**config.mk**
```make
export PLATFORM = sky130hd
export DESIGN_NAME = rs485_frame_receiver_core_flat
export DESIGN_NICKNAME = d
export VERILOG_FILES = /design/src/rtl/rsfr_pkg.sv /design/src/rtl/rsfr_if.sv /design/src/rtl/rsfr_in_stage.sv /design/src/rtl/rsfr_parser.sv /design/src/rtl/rs485_frame_receiver_core.sv /design/src/flat_wrapper.sv
export SDC_FILE = /design/constraint.sdc
export NUM_CORES = 1
export LEC_CHECK = 0
export ABC_AREA = 1
export BUFFER_PORTS_ARGS = -buffer_cell sky130_fd_sc_hd__buf_4
export CAP_MARGIN = 5
export CORE_MARGIN = 3
export CORE_UTILIZATION = 53
export CTS_CLUSTER_SIZE = 24
export DETAILED_ROUTE_END_ITERATION = 10
export PLACE_DENSITY = 0.77
export SKIP_CTS_REPAIR_TIMING = 1
export SLEW_MARGIN = 5
export SYNTH_ARGS = -nofsm -noshare
export SYNTH_HDL_FRONTEND = slang
export SYNTH_SLANG_ARGS = --single-unit
```
**constraint.sdc**
```tcl
create_clock -name clk_i -period 4.05 [get_ports clk_i]
set_input_delay 0.81 -clock clk_i [delete_from_list [all_inputs] [get_ports clk_i]]
set_output_delay 0.81 -clock clk_i [all_outputs]
set_load 0.02 [all_outputs]
```
**src/rtl/rsfr_pkg.sv**
```systemverilog
// Shared types, codes and constants of the RS-485 frame receiver.
package rsfr_pkg;

  // Result status codes.
  typedef enum logic [2:0] {
    ST_PROGRESS = 3'd0,
    ST_PAYLOAD  = 3'd1,
    ST_GOOD     = 3'd2,
    ST_BAD      = 3'd3,
    ST_REJECT   = 3'd4
  } status_e;

  // Fixed frame bytes.
  localparam logic [7:0] HDR_FIRST  = 8'hAA;
  localparam logic [7:0] HDR_SECOND = 8'h55;
  localparam logic [7:0] FIXED_ZERO = 8'h00;

  // Reset value of the gateway address register.
  localparam logic [7:0] GATEWAY_RESET = 8'h01;

  // Frame byte positions, counted from 1.
  localparam logic [8:0] POS_HDR_FIRST     = 9'd1;
  localparam logic [8:0] POS_HDR_SECOND    = 9'd2;
  localparam logic [8:0] POS_SRC_HIGH      = 9'd3;
  localparam logic [8:0] POS_SRC_LOW       = 9'd4;
  localparam logic [8:0] POS_DST_HIGH      = 9'd5;
  localparam logic [8:0] POS_DST_LOW       = 9'd6;
  localparam logic [8:0] POS_CONTROL       = 9'd7;
  localparam logic [8:0] POS_FUNCTION      = 9'd8;
  localparam logic [8:0] FIRST_PAYLOAD_POS = 9'd10;

  // One received item.
  typedef struct packed {
    logic [7:0] rx_byte;
    logic       gap_before;
  } in_item_t;

  // One result item.
  typedef struct packed {
    status_e     status;
    logic [7:0]  payload_byte;
    logic [7:0]  payload_index;
    logic [7:0]  source_address;
    logic [7:0]  control_code;
    logic [7:0]  function_code;
    logic [7:0]  data_length;
    logic [15:0] received_sum;
    logic [15:0] computed_sum;
  } out_item_t;

endpackage

```
**src/rtl/rsfr_if.sv**
```systemverilog
// Valid/ready channel interfaces for received bytes and result items.
interface rsfr_in_if;
  logic       valid;
  logic       ready;
  logic [7:0] rx_byte;
  logic       gap_before;

  modport source (output valid, output rx_byte, output gap_before, input ready);
  modport sink   (input valid, input rx_byte, input gap_before, output ready);
endinterface

interface rsfr_out_if;
  logic        valid;
  logic        ready;
  logic [2:0]  status;
  logic [7:0]  payload_byte;
  logic [7:0]  payload_index;
  logic [7:0]  source_address;
  logic [7:0]  control_code;
  logic [7:0]  function_code;
  logic [7:0]  data_length;
  logic [15:0] received_sum;
  logic [15:0] computed_sum;

  modport source (
    output valid, output status, output payload_byte, output payload_index,
    output source_address, output control_code, output function_code,
    output data_length, output received_sum, output computed_sum,
    input ready
  );
  modport sink (
    input valid, input status, input payload_byte, input payload_index,
    input source_address, input control_code, input function_code,
    input data_length, input received_sum, input computed_sum,
    output ready
  );
endinterface

```
**src/rtl/rsfr_in_stage.sv**
```systemverilog
// Input register stage that captures one received item.
module rsfr_in_stage import rsfr_pkg::*; (
  input  logic     clk_i,
  input  logic     rst_ni,
  rsfr_in_if.sink  rx_i,
  input  logic     take_i,
  output logic     valid_o,
  output in_item_t item_o
);

  logic     valid_q, valid_d;
  in_item_t item_q;

  // The register takes a new item when empty or when its item moves on.
  assign rx_i.ready = !valid_q || take_i;
  assign valid_d    = rx_i.ready ? rx_i.valid : valid_q;

  always_ff @(posedge clk_i or negedge rst_ni) begin
    if (!rst_ni) begin
      valid_q <= 1'b0;
    end else begin
      valid_q <= valid_d;
    end
  end

  // Payload register needs no reset.
  always_ff @(posedge clk_i) begin
    if (rx_i.valid && rx_i.ready) begin
      item_q.rx_byte    <= rx_i.rx_byte;
      item_q.gap_before <= rx_i.gap_before;
    end
  end

  assign valid_o = valid_q;
  assign item_o  = item_q;

endmodule

```
**src/rtl/rsfr_parser.sv**
```systemverilog
// Frame parser state, per-byte decode and the result register.
module rsfr_parser import rsfr_pkg::*; (
  input  logic       clk_i,
  input  logic       rst_ni,
  input  logic [7:0] gateway_i,
  input  logic       valid_i,
  input  in_item_t   item_i,
  output logic       take_o,
  rsfr_out_if.source res_o
);

  logic [8:0]  pos_q, pos_d;
  logic [7:0]  len_q, len_d;
  logic [15:0] sum_q, sum_d;
  logic [7:0]  src_q, src_d;
  logic [7:0]  ctl_q, ctl_d;
  logic [7:0]  fun_q, fun_d;
  logic [7:0]  chk_q, chk_d;

  logic        res_valid_q;
  out_item_t   res_q, res_d;

  logic        fire;
  logic [8:0]  pos;
  logic [8:0]  end_pos;
  logic        fixed;
  logic [7:0]  expect_byte;
  logic [15:0] byte_ext;
  logic [15:0] rsum;

  // An item moves on when the result register is free or being drained.
  assign fire   = valid_i && (!res_valid_q || res_o.ready);
  assign take_o = fire;

  // Position of this byte in the frame, after an optional restart.
  assign pos      = (item_i.gap_before ? 9'd0 : pos_q) + 9'd1;
  assign end_pos  = FIRST_PAYLOAD_POS + {1'b0, len_q};
  assign byte_ext = {8'h00, item_i.rx_byte};
  assign rsum     = {chk_q, item_i.rx_byte};

  // Expected value of the fixed bytes.
  always_comb begin
    fixed       = 1'b1;
    expect_byte = FIXED_ZERO;
    unique case (pos)
      POS_HDR_FIRST:  expect_byte = HDR_FIRST;
      POS_HDR_SECOND: expect_byte = HDR_SECOND;
      POS_SRC_HIGH:   expect_byte = FIXED_ZERO;
      POS_DST_HIGH:   expect_byte = gateway_i;
      POS_DST_LOW:    expect_byte = FIXED_ZERO;
      default:        fixed = 1'b0;
    endcase
  end

  // Per-byte decode and next state.
  always_comb begin
    pos_d = pos;
    len_d = len_q;
    sum_d = sum_q;
    src_d = src_q;
    ctl_d = ctl_q;
    fun_d = fun_q;
    chk_d = chk_q;
    res_d = '0;
    res_d.status = ST_PROGRESS;

    if (fixed) begin
      if (item_i.rx_byte != expect_byte) begin
        res_d.status = ST_REJECT;
        pos_d        = '0;
      end else if (pos == POS_HDR_FIRST) begin
        sum_d = byte_ext;
      end else begin
        sum_d = sum_q + byte_ext;
      end
    end else if (pos < FIRST_PAYLOAD_POS) begin
      // Source low, control, function and length bytes.
      if (pos == POS_SRC_LOW) begin
        src_d = item_i.rx_byte;
      end else if (pos == POS_CONTROL) begin
        ctl_d = item_i.rx_byte;
      end else if (pos == POS_FUNCTION) begin
        fun_d = item_i.rx_byte;
      end else begin
        len_d = item_i.rx_byte;
      end
      sum_d = sum_q + byte_ext;
    end else if (pos < end_pos) begin
      res_d.status        = ST_PAYLOAD;
      res_d.payload_byte  = item_i.rx_byte;
      res_d.payload_index = 8'(pos - FIRST_PAYLOAD_POS);
      sum_d               = sum_q + byte_ext;
    end else if (pos == end_pos) begin
      chk_d = item_i.rx_byte;
    end else begin
      // Checksum low byte closes the frame.
      res_d.received_sum = rsum;
      res_d.status       = (rsum == sum_q) ? ST_GOOD : ST_BAD;
      pos_d              = '0;
    end

    res_d.source_address = src_d;
    res_d.control_code   = ctl_d;
    res_d.function_code  = fun_d;
    res_d.data_length    = len_d;
    res_d.computed_sum   = sum_d;
  end

  // Parser state.
  always_ff @(posedge clk_i or negedge rst_ni) begin
    if (!rst_ni) begin
      pos_q <= '0;
      len_q <= '0;
      sum_q <= '0;
      src_q <= '0;
      ctl_q <= '0;
      fun_q <= '0;
      chk_q <= '0;
    end else if (fire) begin
      pos_q <= pos_d;
      len_q <= len_d;
      sum_q <= sum_d;
      src_q <= src_d;
      ctl_q <= ctl_d;
      fun_q <= fun_d;
      chk_q <= chk_d;
    end
  end

  // Result register valid flag.
  always_ff @(posedge clk_i or negedge rst_ni) begin
    if (!rst_ni) begin
      res_valid_q <= 1'b0;
    end else if (fire) begin
      res_valid_q <= 1'b1;
    end else if (res_o.ready) begin
      res_valid_q <= 1'b0;
    end
  end

  // Result payload register.
  always_ff @(posedge clk_i) begin
    if (fire) begin
      res_q <= res_d;
    end
  end

  assign res_o.valid          = res_valid_q;
  assign res_o.status         = res_q.status;
  assign res_o.payload_byte   = res_q.payload_byte;
  assign res_o.payload_index  = res_q.payload_index;
  assign res_o.source_address = res_q.source_address;
  assign res_o.control_code   = res_q.control_code;
  assign res_o.function_code  = res_q.function_code;
  assign res_o.data_length    = res_q.data_length;
  assign res_o.received_sum   = res_q.received_sum;
  assign res_o.computed_sum   = res_q.computed_sum;

  // A rejected byte leaves the parser idle.
  assert property (@(posedge clk_i) disable iff (!rst_ni)
    (fire && res_d.status == ST_REJECT) |=> (pos_q == '0))
    else $error("parser not idle after a rejected byte");

  // The end of a frame leaves the parser idle.
  assert property (@(posedge clk_i) disable iff (!rst_ni)
    (fire && (res_d.status == ST_GOOD || res_d.status == ST_BAD)) |=> (pos_q == '0))
    else $error("parser not idle after the checksum byte");

  // A payload index stays below the frame length.
  assert property (@(posedge clk_i) disable iff (!rst_ni)
    (fire && res_d.status == ST_PAYLOAD) |-> (res_d.payload_index < res_d.data_length))
    else $error("payload index beyond frame length");

  // The position never runs past the checksum high byte.
  assert property (@(posedge clk_i) disable iff (!rst_ni)
    pos_q <= end_pos)
    else $error("byte position beyond frame end");

endmodule

```
**src/rtl/rs485_frame_receiver_core.sv**
```systemverilog
// Top level of the RS-485 frame receiver: config register, input stage and parser.
//
// The rx_i channel carries one received byte per item, with gap_before set
// when an inter-character timeout came before it; the parser then restarts.
// The res_o channel returns exactly one result item for every byte: status,
// the payload byte and its index, the header fields of the current frame,
// and the received and computed checksums.
// The gateway address register is written through cfg_we_i and cfg_wdata_i;
// the user must write it only while the block is idle, which the block
// itself does not enforce. It resets to 1. A byte accepted on rx_i passes
// through the input register, then the decode and result register, to res_o.
// Throughput is one byte per cycle while res_o.ready stays high; the state update
// (an 8-bit compare, a 16-bit add and a 16-bit checksum compare) is combinational.
// Reset clears the parser to idle, the checksum and all header fields to
// zero, and empties both registers. When the consumer stalls, the result
// register holds its item, the input register takes one more byte, and then
// rx_i.ready drops until res_o drains.
module rs485_frame_receiver_core import rsfr_pkg::*; (
  input  logic       clk_i,
  input  logic       rst_ni,
  input  logic       cfg_we_i,
  input  logic [7:0] cfg_wdata_i,
  rsfr_in_if.sink    rx_i,
  rsfr_out_if.source res_o
);

  logic [7:0] gateway_q;
  logic       stage_valid;
  in_item_t   stage_item;
  logic       take;

  // Gateway address register.
  always_ff @(posedge clk_i or negedge rst_ni) begin
    if (!rst_ni) begin
      gateway_q <= GATEWAY_RESET;
    end else if (cfg_we_i) begin
      gateway_q <= cfg_wdata_i;
    end
  end

  // Input register.
  rsfr_in_stage u_in_stage (
    .clk_i   (clk_i),
    .rst_ni  (rst_ni),
    .rx_i    (rx_i),
    .take_i  (take),
    .valid_o (stage_valid),
    .item_o  (stage_item)
  );

  // Decode and result register.
  rsfr_parser u_parser (
    .clk_i     (clk_i),
    .rst_ni    (rst_ni),
    .gateway_i (gateway_q),
    .valid_i   (stage_valid),
    .item_i    (stage_item),
    .take_o    (take),
    .res_o     (res_o)
  );

endmodule
```
**src/flat_wrapper.sv**
```systemverilog
// flat-port wrapper written by rule: the top's interface ports become plain ports
module rs485_frame_receiver_core_flat import rsfr_pkg::*;
  (clk_i, rst_ni, cfg_we_i, cfg_wdata_i, rx_i_valid, rx_i_rx_byte, rx_i_gap_before, rx_i_ready, res_o_valid, res_o_status, res_o_payload_byte, res_o_payload_index, res_o_source_address, res_o_control_code, res_o_function_code, res_o_data_length, res_o_received_sum, res_o_computed_sum, res_o_ready);
  rsfr_in_if rx_i_i ();
  rsfr_out_if res_o_i ();
  input  logic clk_i;
  input  logic rst_ni;
  input  logic cfg_we_i;
  input  logic [7:0] cfg_wdata_i;
  input wire logic [$bits(rx_i_i.valid)-1:0] rx_i_valid;
  input wire logic [$bits(rx_i_i.rx_byte)-1:0] rx_i_rx_byte;
  input wire logic [$bits(rx_i_i.gap_before)-1:0] rx_i_gap_before;
  output wire logic [$bits(rx_i_i.ready)-1:0] rx_i_ready;
  output wire logic [$bits(res_o_i.valid)-1:0] res_o_valid;
  output wire logic [$bits(res_o_i.status)-1:0] res_o_status;
  output wire logic [$bits(res_o_i.payload_byte)-1:0] res_o_payload_byte;
  output wire logic [$bits(res_o_i.payload_index)-1:0] res_o_payload_index;
  output wire logic [$bits(res_o_i.source_address)-1:0] res_o_source_address;
  output wire logic [$bits(res_o_i.control_code)-1:0] res_o_control_code;
  output wire logic [$bits(res_o_i.function_code)-1:0] res_o_function_code;
  output wire logic [$bits(res_o_i.data_length)-1:0] res_o_data_length;
  output wire logic [$bits(res_o_i.received_sum)-1:0] res_o_received_sum;
  output wire logic [$bits(res_o_i.computed_sum)-1:0] res_o_computed_sum;
  input wire logic [$bits(res_o_i.ready)-1:0] res_o_ready;
  assign rx_i_i.valid = rx_i_valid;
  assign rx_i_i.rx_byte = rx_i_rx_byte;
  assign rx_i_i.gap_before = rx_i_gap_before;
  assign rx_i_ready = rx_i_i.ready;
  assign res_o_valid = res_o_i.valid;
  assign res_o_status = res_o_i.status;
  assign res_o_payload_byte = res_o_i.payload_byte;
  assign res_o_payload_index = res_o_i.payload_index;
  assign res_o_source_address = res_o_i.source_address;
  assign res_o_control_code = res_o_i.control_code;
  assign res_o_function_code = res_o_i.function_code;
  assign res_o_data_length = res_o_i.data_length;
  assign res_o_received_sum = res_o_i.received_sum;
  assign res_o_computed_sum = res_o_i.computed_sum;
  assign res_o_i.ready = res_o_ready;
  rs485_frame_receiver_core u_core (.clk_i(clk_i), .rst_ni(rst_ni), .cfg_we_i(cfg_we_i), .cfg_wdata_i(cfg_wdata_i), .rx_i(rx_i_i), .res_o(res_o_i));
endmodule
```
# Word level (Yosys, flattened, before mapping)
# Cells that the tools add are included.
[op_classes]
n_reduce_logical = 11
mux = 39
bitwise_logic = 3
eq_ne = 11
n_addsub = 4
n_lt_le_gt_ge = 2
[op_table]
columns = ["operator", "count"]
rows = [
  ["2-to-1 mux 8 bit", 17],
  ["2-to-1 mux 16 bit", 6],
  ["2-to-1 mux 9 bit", 6],
  ["== test 9 x 3 -> 1 bit (second input constant)", 4],
  ["case mux 8 bit (3 select lines)", 1],
  ["2-to-1 mux 19 bit", 1],
  ["== test 9 x 2 -> 1 bit (second input constant)", 2],
  ["adder 16 x 8 -> 16 bit", 1],
  ["== test 16 bit", 1],
  ["adder 4 x 8 -> 9 bit (first input constant)", 1],
  ["adder 9 x 1 -> 9 bit (second input constant)", 1],
  ["== test 9 x 1 -> 1 bit (second input constant)", 1],
  ["== test 9 x 4 -> 1 bit (second input constant)", 1],
  ["== test 9 bit", 1],
  ["< comparator 9 x 4 -> 1 bit (second input constant)", 1],
  ["< comparator 9 bit", 1],
  ["2-to-1 mux 3 bit", 3],
  ["!= test 8 bit", 1],
  ["subtractor 8 x 4 -> 8 bit (second input constant)", 1],
  ["AND reduction 5 bit", 1],
  ["OR reduction 5 bit", 1],
  ["2-to-1 mux 1 bit", 4],
  ["OR reduction 4 bit", 1],
  ["inverter 1 bit", 3],
  ["6 further kinds", 9],
]
[totals]
ff_bits = 167
output_inout_bits = 85
in_bits = 22

# Longest topological paths before layout
# Gate-level depths: netlist of run 1.
[depth]
depth_word = 8
ltp_mapped = 25
depth_no_buf = 23

# Cells and area by module
# Synthesis of run 1 repeated with hierarchy kept, for this count alone.
[unflattened]
hier_cells = 994
area_unflattened_um2 = 8612.0
[by_module_without_submodules]
columns = ["mod", "area_each_um2", "instances", "seq_area_each_um2", "cells_each"]
rows = [
  ["rsfr_parser", 7990.2, 1, 4144.0, 945],
  ["rsfr_in_stage", 315.3, 1, 295.3, 15],
  ["rs485_frame_receiver_core", 306.5, 1, 201.4, 34],
]

# Worst setup path after synthesis of run 1
# Ideal clock, no wire load.
[synth_timing]
path_kind = "input-to-reg"
start = "input port res_o_ready"
end = "register u_core.u_parser.res_q (netlist bit u_core.u_parser.res_o.computed_sum[0]), enable pin"
cell_stages = 6
path_slack_ns = -0.307
arrival_time_ns = 3.878
path_buffers = 2
cell_sequence = "inv_1 -> nand2_1 -> nand2_1 -> inv_1 -> clkbuf_1 -> buf_1"
[synth_via]
elab_chain_len = 2
[synth_lines]
columns = ["element", "line_no", "source"]
rows = [
  ["start: declaration", "flat_wrapper.sv:24", "input wire logic [$bits(res_o_i.ready)-1:0] res_o_ready;"],
  ["logical OR 1 bit", "rsfr_parser.sv:32", "assign fire = valid_i && (!res_valid_q || res_o.ready);"],
  ["logical AND 1 bit", "rsfr_parser.sv:32", ""],
  ["net u_core.take", "rs485_frame_receiver_core.sv:30", "logic take;"],
  ["end signal: assignment", "rsfr_parser.sv:144", "res_q <= res_d;"],
  ["end: declaration", "rsfr_parser.sv:21", "out_item_t res_q, res_d;"],
]
# The timed path passes the listed nets, and every way through them passes these cells.
# A chain may end at the register's enable or synchronous reset.

==> metrics, run 1 <==
status=complete, no violations; Crit path top cell by count=nand2_1; initial cell density of the core=54.6%; R2R depth=19; Critical Path Start Type=register; final WL=21000 µm; RSZ-0062 raised after global routing=false; final clock period utilization by the worst path=92.9%; Vias=7037; most frequent cells in the layout=268 x nand2_1, 129 x buf_4, 97 x inv_1; dominant synthesized flop cell=edfxtp_1; Final GP Congestion=0.942; htree depth=4; f_max=266 MHz; Ports=107; Via density=5.41; crit path kind=reg2reg; Tightest Pin Transition=1.06 ns; Final Core Density=64.9%; Die H=135 µm; clock-pin slew of the registers on the worst-case setup and hold paths=0.07 ns; Nets=1118; setup violators final=0; Setup TNS Final=0 ns; layout cell share with drive strength beyond 1=22.7%; TritonCTS clock tree=done; register bit total from synthesis=167; Row Count=46; WP data arrival=3.92 ns; hold endpoint=u_core.u_parser.ctl_q[4]$_DFFE_PN0P_; first-pass GRT wire length=33400 µm; full die area=0.0181 mm²; Post-Synthesis Cell Area=0.00876 mm²; number of flops mapped to enable cells by yosys=92; Mapped Cells=962; Worst-Skew Late Latency=0.43 ns; Max Clock Skew=0.0130 ns; 1st-pass router iterations=7; core area=0.0161 mm²; hpwl dp=14300 µm; r2r endpoint=u_core.u_parser.res_o.computed_sum[7]$_DFFE_PP_; Area growth, synth to finish=18.9%; placed cells=1256; vias in the first global route=6553; maxcap violations=0; antenna-violating nets left=0; syn_nets=1008; non-filler instance count after layout=1301; Critical R2R Launch=u_core.u_in_stage.item_o[0]$_DFFE_PP_; CP Cell Sequence=inv_2 > nand2_1 > inv_1 > ha_1 > nand3_2 > nor2_4 > nand2_1 > nand2_2 > nand2_4 > ha_1 > nand2_1 > nor2_1 > a211oi_1 > nand3_1 > nand2_2 > clkinvlp_4 > buf_4 > o211ai_1 > nand3_1; LEAKAGE=4.97 nW; flop2flop setup slack=0.29 ns; Clock Tree Buf Depth=2; cts bufs inserted=17; sequential area share after synthesis=53.0%; Iteration-0 DRC Markers=689; hold path startpoint=u_core.u_parser.ctl_q[4]$_DFFE_PN0P_; final hold viol count=0; Die Wd=135 µm; Yosys warning count=0; number of distinct library cells after synthesis=49; I/O Buffers=106; CP max stage cell=edfxtp_1; Async SR Flop Fraction=44.9%; antenna violations before repair=0; post-placement setup slack=0.326 ns; leading cell type in the layout, fill and taps excluded=nand2_1; Critical Path Max Stage Delay=0.40 ns; Max Slew Vio Count=0; WL per Instance=16.1 µm; critical path required time=4.21 ns; area leader, netlist=edfxtp_1; CTS Sinks=167; worst hold slack=0.490 ns; Final min period=3.76 ns; largest net degree at the start of global routing=84; Cell Pwr Density=483 mW/mm²; max_slew headroom=29.1%; CP Capture Type=register; min-delay worst type=reg2reg; hold-critical path depth=2; syn_area_per_cell=9.11 µm²; Worst Path Max Fanout=14; Tot GR Track Use=23.4%; ranking of synthesized cells by area=edfxtp_1 32%, dfrtp_1 21%, nand2_1 12%; total gr overflow=0; clk root buf=clkbuf_16; final worst slack=0.288 ns; maximum vdd drop=0.339 mV; DR DRC count=0; # diodes=0; post-synth top area share=31.5%
-- report_power, final --
group          leakage, nW  total, mW  switching (mW)  internal, mW
registers             1.93       2.30           0.159          2.14
clock network        0.270       1.57           0.697         0.871
logic                 2.77       1.16           0.742         0.420
-- layout make-up --
| type | count | area (µm²) |
|---|---|---|
| clock buffers | 20 | 447 |
| clock inverters | 12 | 114 |
| fillers | 1274 | 5640 |
| inverters | 107 | 408 |
| multi-input cells | 647 | 3520 |
| flip-flops and latches | 167 | 4640 |
| well taps | 216 | 270 |
| repair buffers | 131 | 1010 |
| repair inverters | 1 | 7.51 |
-- worst max-delay path, delay by kind of cell, from the launching register on --
family / cells / cell delay, ns
buffers and inverters: 4 / 0.80
AOI/OAI and AO/OA: 2 / 0.37
DFF: 1 / 0.40
and+or+nand+nor: 11 / 1.39
adders and majority gates: 2 / 0.53
-- state kept, by name, indices dropped and copies added, names as in the netlist --
| signal | flops |
|---|---|
| u_core.u_parser.src_q | 8 |
| u_core.u_parser.fun_q | 8 |
| u_core.u_parser.res_o.valid | 1 |
| u_core.u_parser.res_o.source_address | 8 |
| u_core.u_parser.res_o.function_code | 8 |
| u_core.u_parser.res_o.payload_byte | 8 |
| u_core.u_parser.sum_q | 16 |
| u_core.u_parser.chk_q | 8 |
| u_core.u_parser.len_q | 8 |
| u_core.gateway_q | 8 |
| u_core.u_parser.pos_q | 9 |
| u_core.u_parser.res_o.computed_sum | 16 |
| u_core.u_parser.res_o.data_length | 8 |
| u_core.u_parser.res_o.control_code | 8 |
| u_core.u_parser.res_o.payload_index | 8 |
| u_core.u_parser.ctl_q | 8 |
| u_core.u_in_stage.item_o | 9 |
| u_core.u_parser.res_o.received_sum | 16 |
| u_core.u_in_stage.valid_o | 1 |
| u_core.u_parser.res_o.status | 3 |
-- per-layer routing --
metal  track usage [%]  vias up  share of wire (%)
met2              38.1      283                 49
met4              7.69        0                2.1
met1              31.9     3326                 43
li1                  -     3393                  -
met5                 0        -                  0
met3              4.55       35                6.2
-- synthesized netlist by cell type, types with 6 or more instances --
cell type,number
inv_1,100
buf_2,10
mux2_2,6
o21ai_2,13
o211ai_1,7
o21ai_1,22
clkbuf_1,20
nand3_1,54
nor2_4,6
nand3_2,6
dfrtp_1,74
inv_2,6
nand2_1,269
o21ai_0,40
ha_1,23
nor2_1,60
nand2_2,21
xor2_1,22
edfxtp_1,92
a21oi_1,24
nand4_1,26
-- cells by family after synthesis --
family | synth area share, %
AND/OR/NAND/NOR | 25.3
flip-flops | 53.0
AO/OA/AOI/OAI | 8.04
adder cells (fa/ha/maj) | 3.51
multiplexers | 0.771
XOR/XNOR | 2.40
buffers and inverters | 7.00
-- per-stage QoR --
step                      instance area (µm²)  power [mW]
after floorplan                          8770        3.05
after global placement                   9730        3.45
after detailed placement                 9730        3.49
after CTS                               10300        5.04
after global routing                    10400        5.27
final                                   10400        5.03
-- how the worst max path moves through the flow --
| stage | startpoint | to | cells after the start | slack (ns) |
|---|---|---|---|---|
| detailed placement | u_core.u_in_stage.item_o[0]$_DFFE_PP_ | u_core.u_parser.pos_q[0]$_DFFE_PN0P_ | 23 | 0.33 |
| finish | u_core.u_in_stage.item_o[0]$_DFFE_PP_ | u_core.u_parser.res_o.computed_sum[7]$_DFFE_PP_ | 19 | 0.29 |
| global placement | u_core.u_in_stage.item_o[0]$_DFFE_PP_ | u_core.u_parser.res_o.computed_sum[8]$_DFFE_PP_ | 19 | 0.46 |
| floorplan | res_o_ready | u_core.u_parser.res_o.computed_sum[0]$_DFFE_PP_ | 6 | 0.02 |
| CTS | u_core.u_in_stage.item_o[0]$_DFFE_PP_ | u_core.u_parser.res_o.computed_sum[8]$_DFFE_PP_ | 19 | 0.30 |
| global route | u_core.u_in_stage.item_o[0]$_DFFE_PP_ | u_core.u_parser.sum_q[3]$_DFFE_PN0P_ | 21 | 0.005 |
Power figures use the tool's default switching activity.
==> run 2, diff against run 1 <==
--- a/config.mk
+++ b/config.mk
@@ -13,6 +13,7 @@
 export CTS_CLUSTER_SIZE = 24
 export DETAILED_ROUTE_END_ITERATION = 10
 export PLACE_DENSITY = 0.77
+export SETUP_SLACK_MARGIN = 0.3
 export SKIP_CTS_REPAIR_TIMING = 1
 export SLEW_MARGIN = 5
 export SYNTH_ARGS = -nofsm -noshare
==> metrics, run 2 (same netlist as run 1, synthesis figures left out) <==
status=complete, no violations; placed inst area=0.00972 mm²; Ports=107; Area growth, synth to finish=18.8%; maximum vdd drop=0.314 mV; Die Wd=135 µm; Max Slew Vio Count=0; Final GP Congestion=0.936; Design Area, Final=0.0104 mm²; maxcap violations=0; Vias=6896; Final min period=3.53 ns; most frequent cells in the layout=267 x nand2_1, 122 x buf_4, 96 x inv_1; Nets=1111; WL per Instance=15.9 µm; Worst-Skew Late Latency=0.43 ns; min-delay worst type=reg2reg; CP max stage cell=nor4_1; Setup TNS Final=0 ns; Cell Pwr Density=490 mW/mm²; I/O Buffers=106; Tot GR Track Use=23.2%; final clock period utilization by the worst path=87.2%; # diodes=0; layout cell share with drive strength beyond 1=22.3%; total gr overflow=0; Crit path top cell by count=inv_1; max_slew headroom=30.9%; RSZ-0062 raised after global routing=true; final worst slack=0.518 ns; post-placement setup slack=0.299 ns; Via density=5.33; Worst Path Max Fanout=16; core area=0.0161 mm²; clk root buf=clkbuf_16; Row Count=46; crit path kind=reg2reg; clock-pin slew of the registers on the worst-case setup and hold paths=0.06 ns; first-pass GRT wire length=33000 µm; setup violators final=0; f_max=283 MHz; Die H=135 µm; hpwl dp=14000 µm; vias in the first global route=6402; final WL=20500 µm; Iteration-0 DRC Markers=563; flop2flop setup slack=0.52 ns; LEAKAGE=4.95 nW; leading cell type in the layout, fill and taps excluded=nand2_1; initial cell density of the core=54.6%; htree depth=4; full die area=0.0181 mm²; non-filler instance count after layout=1294; antenna-violating nets left=0; Critical Path Max Stage Delay=0.55 ns; CTS Sinks=167; largest net degree at the start of global routing=89; cts bufs inserted=17; CP Cell Sequence=clkinv_4 > nand2_2 > inv_1 > ha_1 > nand3_2 > nor2_4 > nand2_1 > nand2_2 > nand2_4 > ha_1 > nand2_1 > nor4_1 > inv_1 > nor3_1 > inv_2 > a21oi_1 > inv_1; Tightest Pin Transition=1.04 ns; WP data arrival=3.85 ns; final hold viol count=0; CP Capture Type=register; TritonCTS clock tree=done; critical path required time=4.36 ns; 1st-pass router iterations=5; antenna violations before repair=0; Max Clock Skew=0.0122 ns; Critical Path Start Type=register; Final Core Density=64.8%; Clock Tree Buf Depth=2; placed cells=1254; DR DRC count=0
[run 2: cell types whose count changed in the layout (fill, tap and decap cells not counted), sizes merged]
cell | before | now
buf | 131 | 124
bufinv | 1 | 3
clkbuf | 20 | 21
clkinv | 4 | 8
clkinvlp | 5 | 3
inv | 110 | 105
[run 2: where the power goes]
part	internal, mW	switching, mW
clock network	0.973	0.668
registers	2.14	0.156
logic	0.421	0.738
total	3.54	1.56
[run 2: area by class of cell]
cell class / count / area, µm²
fillers: 1280 / 5650
flip-flops and latches: 167 / 4640
multi-input cells: 647 / 3530
repair buffers: 124 / 956
clock buffers: 21 / 440
inverters: 107 / 413
well taps: 216 / 270
clock inverters: 11 / 151
repair inverters: 1 / 5.00
[run 2: through the flow]
stage | hold WS [ns] | total power, mW
3_3_place_gp | 0.461 | 3.45
2_1_floorplan | 0.449 | 3.05
5_1_grt | 0.503 | 5.34
3_5_place_dp | 0.466 | 3.48
6_report | 0.481 | 5.10
4_1_cts | 0.483 | 5.12
[run 2: critical path, delay by kind of cell, from the launching register on]
| kind | cells | cell delay, ns |
|---|---|---|
| adder cells (fa/ha/maj) | 2 | 0.53 |
| AND/OR/NAND/NOR | 9 | 1.57 |
| flip-flops | 1 | 0.43 |
| AO/OA/AOI/OAI | 1 | 0.21 |
| buffers and inverters | 5 | 0.65 |
[run 2: routing by layer]
metal | part of all wire (%) | wire, µm | vias up | global-route usage, %
met5 | 0 | 0 | - | 0
li1 | - | - | 3378 | -
met1 | 45 | 9220 | 3261 | 32.1
met3 | 5.0 | 1030 | 23 | 4.55
met4 | 1.7 | 346 | 0 | 7.98
met2 | 48 | 9950 | 234 | 37.0
[run 2: final timing paths]
check,start,end,cells past startpoint
worst max-delay path,u_core.u_in_stage.item_o[0]$_DFFE_PP_,u_core.u_parser.chk_q[4]$_DFFE_PN0P_,17
worst min-delay path,u_core.u_parser.ctl_q[5]$_DFFE_PN0P_,u_core.u_parser.ctl_q[5]$_DFFE_PN0P_,2
worst max register to register,u_core.u_in_stage.item_o[0]$_DFFE_PP_,u_core.u_parser.chk_q[4]$_DFFE_PN0P_,17
worst min register to register,u_core.u_parser.ctl_q[5]$_DFFE_PN0P_,u_core.u_parser.ctl_q[5]$_DFFE_PN0P_,2
max in group asynchronous,rst_ni,u_core.gateway_q[4]$_DFFE_PN0P_,1
min in group asynchronous,rst_ni,u_core.u_parser.ctl_q[5]$_DFFE_PN0P_,1
